===== config.mk =====
export PLATFORM = sky130hd
export DESIGN_NAME = scancode_set1_to_ascii_decoder
export DESIGN_NICKNAME = d
export VERILOG_FILES = /design/src/sv/sc1_pkg.sv /design/src/sv/scancode_set1_to_ascii_decoder.sv
export SDC_FILE = /design/constraint.sdc
export NUM_CORES = 1
export LEC_CHECK = 0
export BUFFER_PORTS_ARGS = -buffer_cell sky130_fd_sc_hd__buf_2
export CAP_MARGIN = 25
export CORE_MARGIN = 2
export CORE_UTILIZATION = 38
export DETAILED_ROUTE_END_ITERATION = 8
export PLACE_DENSITY_LB_ADDON = 0.08
export RECOVER_POWER = 25
export SLEW_MARGIN = 20
export SYNTH_ARGS = -nofsm -noshare
export SYNTH_HDL_FRONTEND = slang
export SYNTH_SLANG_ARGS = --single-unit

===== constraint.sdc =====
create_clock -name clock -period 10 [get_ports clock]
set_clock_uncertainty 0.1 [all_clocks]
set_input_delay 3 -clock clock [delete_from_list [all_inputs] [get_ports clock]]
set_output_delay 3 -clock clock [all_outputs]
set_load 0.01 [all_outputs]

===== src/sv/sc1_pkg.sv =====
// Shared types, command codes and translation tables for the set 1 scancode decoder.
// No dependencies.
package sc1_pkg;

   localparam logic [1:0] CMD_SCAN  = 2'd0;
   localparam logic [1:0] CMD_POP   = 2'd1;
   localparam logic [1:0] CMD_QUERY = 2'd2;
   localparam logic [1:0] CMD_NONE  = 2'd3;

   localparam logic [7:0] SC_PREFIX  = 8'hE0;
   localparam logic [6:0] SC_LSHIFT  = 7'h2A;
   localparam logic [6:0] SC_RSHIFT  = 7'h36;
   localparam logic [6:0] SC_F4      = 7'h3E;
   localparam logic [6:0] CH_F4      = 7'h0F;

   typedef struct packed {
      logic [1:0] command;
      logic [7:0] scan_byte;
      logic [7:0] key_index;
   } req_word_type;

   typedef struct packed {
      logic       char_valid;
      logic [6:0] char_code;
      logic       key_is_down;
      logic [5:0] chars_buffered;
   } rsp_word_type;

   // unshifted ASCII for normal key codes
   function automatic logic [6:0] plain_char(input logic [6:0] code);
      logic [6:0] ch;
      unique case (code)
         7'h01: ch = 7'h1B;  7'h02: ch = 7'h31;  7'h03: ch = 7'h32;  7'h04: ch = 7'h33;
         7'h05: ch = 7'h34;  7'h06: ch = 7'h35;  7'h07: ch = 7'h36;  7'h08: ch = 7'h37;
         7'h09: ch = 7'h38;  7'h0A: ch = 7'h39;  7'h0B: ch = 7'h30;  7'h0C: ch = 7'h2D;
         7'h0D: ch = 7'h3D;  7'h0E: ch = 7'h08;  7'h0F: ch = 7'h09;  7'h10: ch = 7'h71;
         7'h11: ch = 7'h77;  7'h12: ch = 7'h65;  7'h13: ch = 7'h72;  7'h14: ch = 7'h74;
         7'h15: ch = 7'h79;  7'h16: ch = 7'h75;  7'h17: ch = 7'h69;  7'h18: ch = 7'h6F;
         7'h19: ch = 7'h70;  7'h1A: ch = 7'h5B;  7'h1B: ch = 7'h5D;  7'h1C: ch = 7'h0A;
         7'h1E: ch = 7'h61;  7'h1F: ch = 7'h73;  7'h20: ch = 7'h64;  7'h21: ch = 7'h66;
         7'h22: ch = 7'h67;  7'h23: ch = 7'h68;  7'h24: ch = 7'h6A;  7'h25: ch = 7'h6B;
         7'h26: ch = 7'h6C;  7'h27: ch = 7'h3B;  7'h28: ch = 7'h27;  7'h29: ch = 7'h60;
         7'h2B: ch = 7'h5C;  7'h2C: ch = 7'h7A;  7'h2D: ch = 7'h78;  7'h2E: ch = 7'h63;
         7'h2F: ch = 7'h76;  7'h30: ch = 7'h62;  7'h31: ch = 7'h6E;  7'h32: ch = 7'h6D;
         7'h33: ch = 7'h2C;  7'h34: ch = 7'h2E;  7'h35: ch = 7'h2F;  7'h37: ch = 7'h2A;
         7'h39: ch = 7'h20;
         default: ch = 7'h00;
      endcase
      return ch;
   endfunction

   // shifted ASCII for normal key codes
   function automatic logic [6:0] shift_char(input logic [6:0] code);
      logic [6:0] ch;
      unique case (code)
         7'h01: ch = 7'h1B;  7'h02: ch = 7'h21;  7'h03: ch = 7'h40;  7'h04: ch = 7'h23;
         7'h05: ch = 7'h24;  7'h06: ch = 7'h25;  7'h07: ch = 7'h5E;  7'h08: ch = 7'h26;
         7'h09: ch = 7'h2A;  7'h0A: ch = 7'h28;  7'h0B: ch = 7'h29;  7'h0C: ch = 7'h5F;
         7'h0D: ch = 7'h2B;  7'h0E: ch = 7'h08;  7'h0F: ch = 7'h09;  7'h10: ch = 7'h51;
         7'h11: ch = 7'h57;  7'h12: ch = 7'h45;  7'h13: ch = 7'h52;  7'h14: ch = 7'h54;
         7'h15: ch = 7'h59;  7'h16: ch = 7'h55;  7'h17: ch = 7'h49;  7'h18: ch = 7'h4F;
         7'h19: ch = 7'h50;  7'h1A: ch = 7'h7B;  7'h1B: ch = 7'h7D;  7'h1C: ch = 7'h0A;
         7'h1E: ch = 7'h41;  7'h1F: ch = 7'h53;  7'h20: ch = 7'h44;  7'h21: ch = 7'h46;
         7'h22: ch = 7'h47;  7'h23: ch = 7'h48;  7'h24: ch = 7'h4A;  7'h25: ch = 7'h4B;
         7'h26: ch = 7'h4C;  7'h27: ch = 7'h3A;  7'h28: ch = 7'h22;  7'h29: ch = 7'h7E;
         7'h2B: ch = 7'h7C;  7'h2C: ch = 7'h5A;  7'h2D: ch = 7'h58;  7'h2E: ch = 7'h43;
         7'h2F: ch = 7'h56;  7'h30: ch = 7'h42;  7'h31: ch = 7'h4E;  7'h32: ch = 7'h4D;
         7'h33: ch = 7'h3C;  7'h34: ch = 7'h3E;  7'h35: ch = 7'h3F;  7'h37: ch = 7'h2A;
         7'h39: ch = 7'h20;
         default: ch = 7'h00;
      endcase
      return ch;
   endfunction

   // control codes for extended keys (arrows, home/end, paging, delete)
   function automatic logic [6:0] ext_char(input logic [6:0] code);
      logic [6:0] ch;
      unique case (code)
         7'h48: ch = 7'h01;  // up
         7'h50: ch = 7'h02;  // down
         7'h4B: ch = 7'h03;  // left
         7'h4D: ch = 7'h04;  // right
         7'h53: ch = 7'h7F;  // delete
         7'h47: ch = 7'h05;  // home
         7'h4F: ch = 7'h06;  // end
         7'h49: ch = 7'h0B;  // page up
         7'h51: ch = 7'h0C;  // page down
         default: ch = 7'h00;
      endcase
      return ch;
   endfunction

endpackage


===== src/sv/scancode_set1_to_ascii_decoder.sv =====
// A word accepted on req_valid && req_ready is registered into the output stage, whose
// rsp_valid/rsp_word are taken on rsp_ready. Throughput 1 word per cycle unless rsp_ready
// stalls the output; each word reads the key memory and the FIFO once, and a scan word may
// also write each. The key RAM and FIFO RAM reads are registered and form the output stage.
// Synchronous active-high reset clears key valid bits, shift mirrors, prefix flag, pointers
// and the output valid; RAM contents are not cleared (key entries read as released until
// written).
//
// Top level of the set 1 scancode decoder. Depends on sc1_pkg.
module scancode_set1_to_ascii_decoder #(
   parameter int FIFO_DEPTH = 64
) (
   input  logic                  clock,
   input  logic                  reset,
   input  logic                  req_valid,
   output logic                  req_ready,
   input  sc1_pkg::req_word_type req_word,
   output logic                  rsp_valid,
   input  logic                  rsp_ready,
   output sc1_pkg::rsp_word_type rsp_word
);

   localparam int PTR_W = (FIFO_DEPTH > 1) ? $clog2(FIFO_DEPTH) : 1;
   localparam int CW    = PTR_W + 1;
   localparam logic [PTR_W-1:0] PTR_LAST = PTR_W'(FIFO_DEPTH - 1);
   localparam logic [CW-1:0]    DEPTH_CW = CW'(FIFO_DEPTH);

   // ---------------- storage ----------------
   logic       key_mem  [256];          // held bit per key, {extended, code}
   logic [6:0] fifo_mem [FIFO_DEPTH];   // character ring
   logic [255:0] key_vld_ff, key_vld_in; // entry written since reset

   logic             ext_ff, ext_in;     // 0xE0 seen, next code is extended
   logic             lshift_ff, lshift_in;
   logic             rshift_ff, rshift_in;
   logic [PTR_W-1:0] wp_ff, wp_in;
   logic [PTR_W-1:0] rp_ff, rp_in;

   // output stage
   logic             s2_valid_ff, s2_valid_in;
   logic             pop_hit_ff;
   logic             query_ff;
   logic             kvld_rd_ff;
   logic             key_rd_ff;
   logic [6:0]       fifo_rd_ff;
   logic [PTR_W-1:0] count_ff;

   // ---------------- stage 1 decode ----------------
   logic             accept;
   logic             is_scan, is_pop, is_query;
   logic             is_prefix, is_release;
   logic [6:0]       code;
   logic [7:0]       key_addr;
   logic             key_we;
   logic [6:0]       ch;
   logic             fifo_we;
   logic             pop_hit;
   logic [PTR_W-1:0] wp_nxt, rp_nxt;
   logic [CW-1:0]    diff;
   logic [PTR_W-1:0] count_in;
   logic [CW+5:0]    count_wide;

   // next stage frees when empty or when its word is taken this cycle
   assign req_ready = !s2_valid_ff || rsp_ready;
   assign accept    = req_valid && req_ready;

   assign is_scan  = (req_word.command == sc1_pkg::CMD_SCAN);
   assign is_pop   = (req_word.command == sc1_pkg::CMD_POP);
   assign is_query = (req_word.command == sc1_pkg::CMD_QUERY);

   assign is_prefix  = (req_word.scan_byte == sc1_pkg::SC_PREFIX);
   assign is_release = req_word.scan_byte[7];
   assign code       = req_word.scan_byte[6:0];
   assign key_addr   = {ext_ff, code};
   assign key_we     = accept && is_scan && !is_prefix;

   assign wp_nxt = (wp_ff == PTR_LAST) ? '0 : wp_ff + 1'b1;
   assign rp_nxt = (rp_ff == PTR_LAST) ? '0 : rp_ff + 1'b1;

   // Translation. Shift mirrors hold the state before this byte; a shift press itself
   // maps to zero in both tables, so the ordering does not matter.
   always_comb begin
      if (ext_ff) begin
         ch = sc1_pkg::ext_char(code);
      end else if (code == sc1_pkg::SC_F4) begin
         ch = sc1_pkg::CH_F4;
      end else if (lshift_ff || rshift_ff) begin
         ch = sc1_pkg::shift_char(code);
      end else begin
         ch = sc1_pkg::plain_char(code);
      end
   end

   // drop when full: ring keeps one slot empty
   assign fifo_we = key_we && !is_release && (ch != 7'd0) && (wp_nxt != rp_ff);
   assign pop_hit = accept && is_pop && (rp_ff != wp_ff);

   always_comb begin
      ext_in     = ext_ff;
      lshift_in  = lshift_ff;
      rshift_in  = rshift_ff;
      key_vld_in = key_vld_ff;
      wp_in      = wp_ff;
      rp_in      = rp_ff;
      if (accept && is_scan) begin
         ext_in = is_prefix;
      end
      if (key_we) begin
         key_vld_in[key_addr] = 1'b1;
         if (!ext_ff && code == sc1_pkg::SC_LSHIFT) begin
            lshift_in = !is_release;
         end
         if (!ext_ff && code == sc1_pkg::SC_RSHIFT) begin
            rshift_in = !is_release;
         end
      end
      if (fifo_we) begin
         wp_in = wp_nxt;
      end
      if (pop_hit) begin
         rp_in = rp_nxt;
      end
   end

   // occupancy after this word, modulo depth
   always_comb begin
      diff = {1'b0, wp_in} - {1'b0, rp_in};
      if (wp_in < rp_in) begin
         diff = diff + DEPTH_CW;
      end
      count_in = diff[PTR_W-1:0];
   end

   assign s2_valid_in = accept || (s2_valid_ff && !rsp_ready);

   // ---------------- memories ----------------
   always_ff @(posedge clock) begin
      if (key_we) begin
         key_mem[key_addr] <= !is_release;
      end
   end

   always_ff @(posedge clock) begin
      if (fifo_we) begin
         fifo_mem[wp_ff] <= ch;
      end
   end

   // registered reads, held while the output is stalled
   always_ff @(posedge clock) begin
      if (accept) begin
         key_rd_ff  <= key_mem[req_word.key_index];
         kvld_rd_ff <= key_vld_ff[req_word.key_index];
         fifo_rd_ff <= fifo_mem[rp_ff];
         pop_hit_ff <= pop_hit;
         query_ff   <= is_query;
         count_ff   <= count_in;
      end
   end

   // ---------------- control registers ----------------
   always_ff @(posedge clock) begin
      if (reset) begin
         key_vld_ff  <= '0;
         ext_ff      <= 1'b0;
         lshift_ff   <= 1'b0;
         rshift_ff   <= 1'b0;
         wp_ff       <= '0;
         rp_ff       <= '0;
         s2_valid_ff <= 1'b0;
      end else begin
         key_vld_ff  <= key_vld_in;
         ext_ff      <= ext_in;
         lshift_ff   <= lshift_in;
         rshift_ff   <= rshift_in;
         wp_ff       <= wp_in;
         rp_ff       <= rp_in;
         s2_valid_ff <= s2_valid_in;
      end
   end

   // ---------------- response ----------------
   assign count_wide = (CW+6)'(count_ff);

   assign rsp_valid                = s2_valid_ff;
   assign rsp_word.char_valid      = pop_hit_ff;
   assign rsp_word.char_code       = pop_hit_ff ? fifo_rd_ff : 7'd0;
   assign rsp_word.key_is_down     = query_ff && kvld_rd_ff && key_rd_ff;
   assign rsp_word.chars_buffered  = count_wide[5:0];

endmodule

==> reports/metrics.cfg <==
[place]
io_buffers = 38
dp_cells = 4001
gp_congestion = 0.810
pre_cts_ws_ps = 1310
place_hpwl_um = 68400

[grt]
grt_pass1_vias = 24552
antenna_found_initial = 5
grt_pass1_wl_um = 167000
gr-usage-all-layers_pct = 20.2
grt_remaining_overflow = 0
grt_max_degree = 171

[clocking]
cts_resized = 0
clkTransAtPathRegs_ps = 50
htree_levels = 3
ctsRootBufferMaster = clkbuf_16
clk_latency_ps = 700
cts_buffer_depth = 3
postCtsHoldBufs = 0
cts_buffers = 107
cts.sinks = 993
post_cts_buffers = 0
cts_tree = built

[route]
wl_um = 112000
drt_iter0_markers = 1901
first_pass_iters = 5
viasPerCell = 5.63
wl_met3_um = 5090
routedWlPerCell_um = 26.5
drtAntennaViolNets = 0
maxUsedRoutingLayer = met5
route.vias.total = 23716
wl_met1_um = 48100
dr_wl_met2_um = 55600
drcViolationCount = 0

[worst_setup_path]
worst_ep_required_time_ps = 10470
end_kind = flop
reg2reg_from = rp_ff[0]
crit_arrival_ps = 8910
path_max_fanout = 136
crit_type = input port to flop
cp-start-kind = input port
crit_path_start = reset

[power_and_ir_drop]
seqPwrFrac_pct = 51.3
power_switching_mw = 1.89
power.share.clock_pct = 44.5
p_int_mw = 6.79
ir_drop_mv = 0.137
p_sw_share_pct = 21.7
combPwrFrac_pct = 4.2
powerDensity_mw_per_mm2 = 186
leakage_nw = 14.6

[synthesis]
synth_top_area_share_pct = 52.4
synthFlopType = edfxtp_1
synth_top_area_cell = edfxtp_1
yosysUniqueCellTypes = 85
synthArstFlopShare_pct = 0
synth_edf_count = 721
synthesis.area_mm2 = 0.0413
synth_mux_area_share_pct = 15.7
seq_area_frac_synth_pct = 65.6
syn_nets = 2736
synth_compound_area_share_pct = 8.86
yosys_warnings = 0
yosys.area_share.simple_pct = 6.32
syn_area_per_cell_um2 = 15.3
syn_inst = 2692
synth_fa_ha_area_share_pct = 0.684
synth_area_leaders = edfxtp_1, dfxtp_1, mux4_2
synth-seq-cells = 993
synth_top_family_by_area = multiplexers
synth_xor_area_share_pct = 0.339

[sta]
min_period_ps = 8440
hold_violations = 0
slew_headroom_pct = -174
rsz0062_at_grt = no
tightest_slew_ps = 4110
finalSetupViolations = 0
fin_crit_sh_pct = 84.4
max_freq_ghz = 0.119
slew_violations = 399
worst_slack_ps = 1560
tns_ps = 0

[finish]
areaGrowthSynthToFinish_pct = 12.6
final.fill_count = 9673
instances_no_fill = 4216
regArea_mm2 = 0.0271
multiInputGateArea_mm2 = 0.0132
final_common_cell = edfxtp_1
layout_common_cells = edfxtp_1, nor2_1, dfxtp_1, o21a_1, mux4_2
final_nets = 2766
drive_above_1_share_pct = 18.9

[floorplan]
die_x_um = 334
start_util_pct = 38.4
core_area_mm2 = 0.108
dieArea_mm2 = 0.111
dieHeight_um = 334
ioPinCount = 39
rows = 120

[job]
max_cap_viol_count = 6

[min_path]
min_from = key_vld_ff[202]
min_path_type = flop to flop

[outcome]
violations = capacitance limit, slew limit
outcome = complete, but fails checks

==> kinds of logic after synthesis <==
logic type | after synthesis
XOR/XNOR | 16
AO/OA/AOI/OAI | 497
flip-flops | 993
multiplexers | 358
adder cells (fa/ha/maj) | 22
buffers and inverters | 233
AND/OR/NAND/NOR | 573
==> final timing paths <==
kind                endpoint  slack (ps)  depth (start not counted)
max reg2reg    fifo_rd_ff[6]        1850                          7
max          key_vld_ff[245]        1560                          5
min reg2reg  key_vld_ff[202]         360                          1
min          key_vld_ff[202]         360                          1
==> per-stage QoR <==
| stage | power [mW] | util (%) | area (um^2) | hold WS (ps) |
|---|---|---|---|---|
| final | 8.67 | 43.3 | 46500 | 357 |
| after CTS | 8.78 | 43.2 | 46500 | 361 |
| after global placement | 4.91 | 40.0 | 43000 | 341 |
| after floorplan | 4.76 | - | 41300 | 335 |
| after detailed placement | 4.91 | 40.0 | 43000 | 348 |
| after global routing | 8.96 | 43.3 | 46500 | 371 |
==> Yosys cell counts (12+ instances only) <==
library cell  instances
o221ai_1             60
mux2i_1             123
inv_1                17
nor4_1               35
dfxtp_1             272
o21a_1              252
nor2b_1              18
mux4_2              232
xnor2_1              12
nand2_1              82
ha_1                 21
buf_1                22
nand3_1              21
clkbuf_1            137
and2_1               15
buf_2                34
nor2_1              295
a21oi_1              59
edfxtp_1            721
nor3_1               47
o22ai_1              33
o21ai_0              19
buf_6                12
==> registers in the layout, summed over array words and instances (netlist names) <==
register / cells
lshift_ff: 1
wp_ff: 6
key_rd_ff: 1
count_ff: 6
rsp_valid: 1
key_mem: 256
fifo_rd_ff: 7
kvld_rd_ff: 1
fifo_mem: 448
key_vld_ff: 256
ext_ff: 1
pop_hit_ff: 1
rp_ff: 6
rshift_ff: 1
query_ff: 1
==> per-layer routing <==
layer / global-route usage, % / vias up
li1: - / 10647
met1: 26.7 / 12316
met2: 34.5 / 591
met3: 3.35 / 158
met4: 5.56 / 4
met5: 0 / -
==> cell type report <==
class | instances | area share (%)
inverter | 21 | 0.188
multi-input combinational | 1466 | 28.5
antenna | 1 | 0.00538
tap | 1403 | 3.77
timing repair buffer | 133 | 1.91
sequential | 993 | 58.2
clock inverter | 45 | 0.957
clock buffer | 154 | 6.46
==> power by group through the flow <==
stage / registers, mW / logic [mW] / clock network, mW
6_report: 4.45 / 0.364 / 3.86
5_1_grt: 4.45 / 0.392 / 4.12
4_1_cts: 4.45 / 0.370 / 3.96
3_5_place_dp: 4.54 / 0.370 / 0
3_3_place_gp: 4.54 / 0.369 / 0
2_1_floorplan: 4.54 / 0.221 / 0
==> critical path, stage by stage <==
cell and delay, ps:
clkbuf_1 980, clkinvlp_2 1730, clkbuf_2 1830, buf_4 990, o21a_1 230
Power figures use the tool's default switching activity.
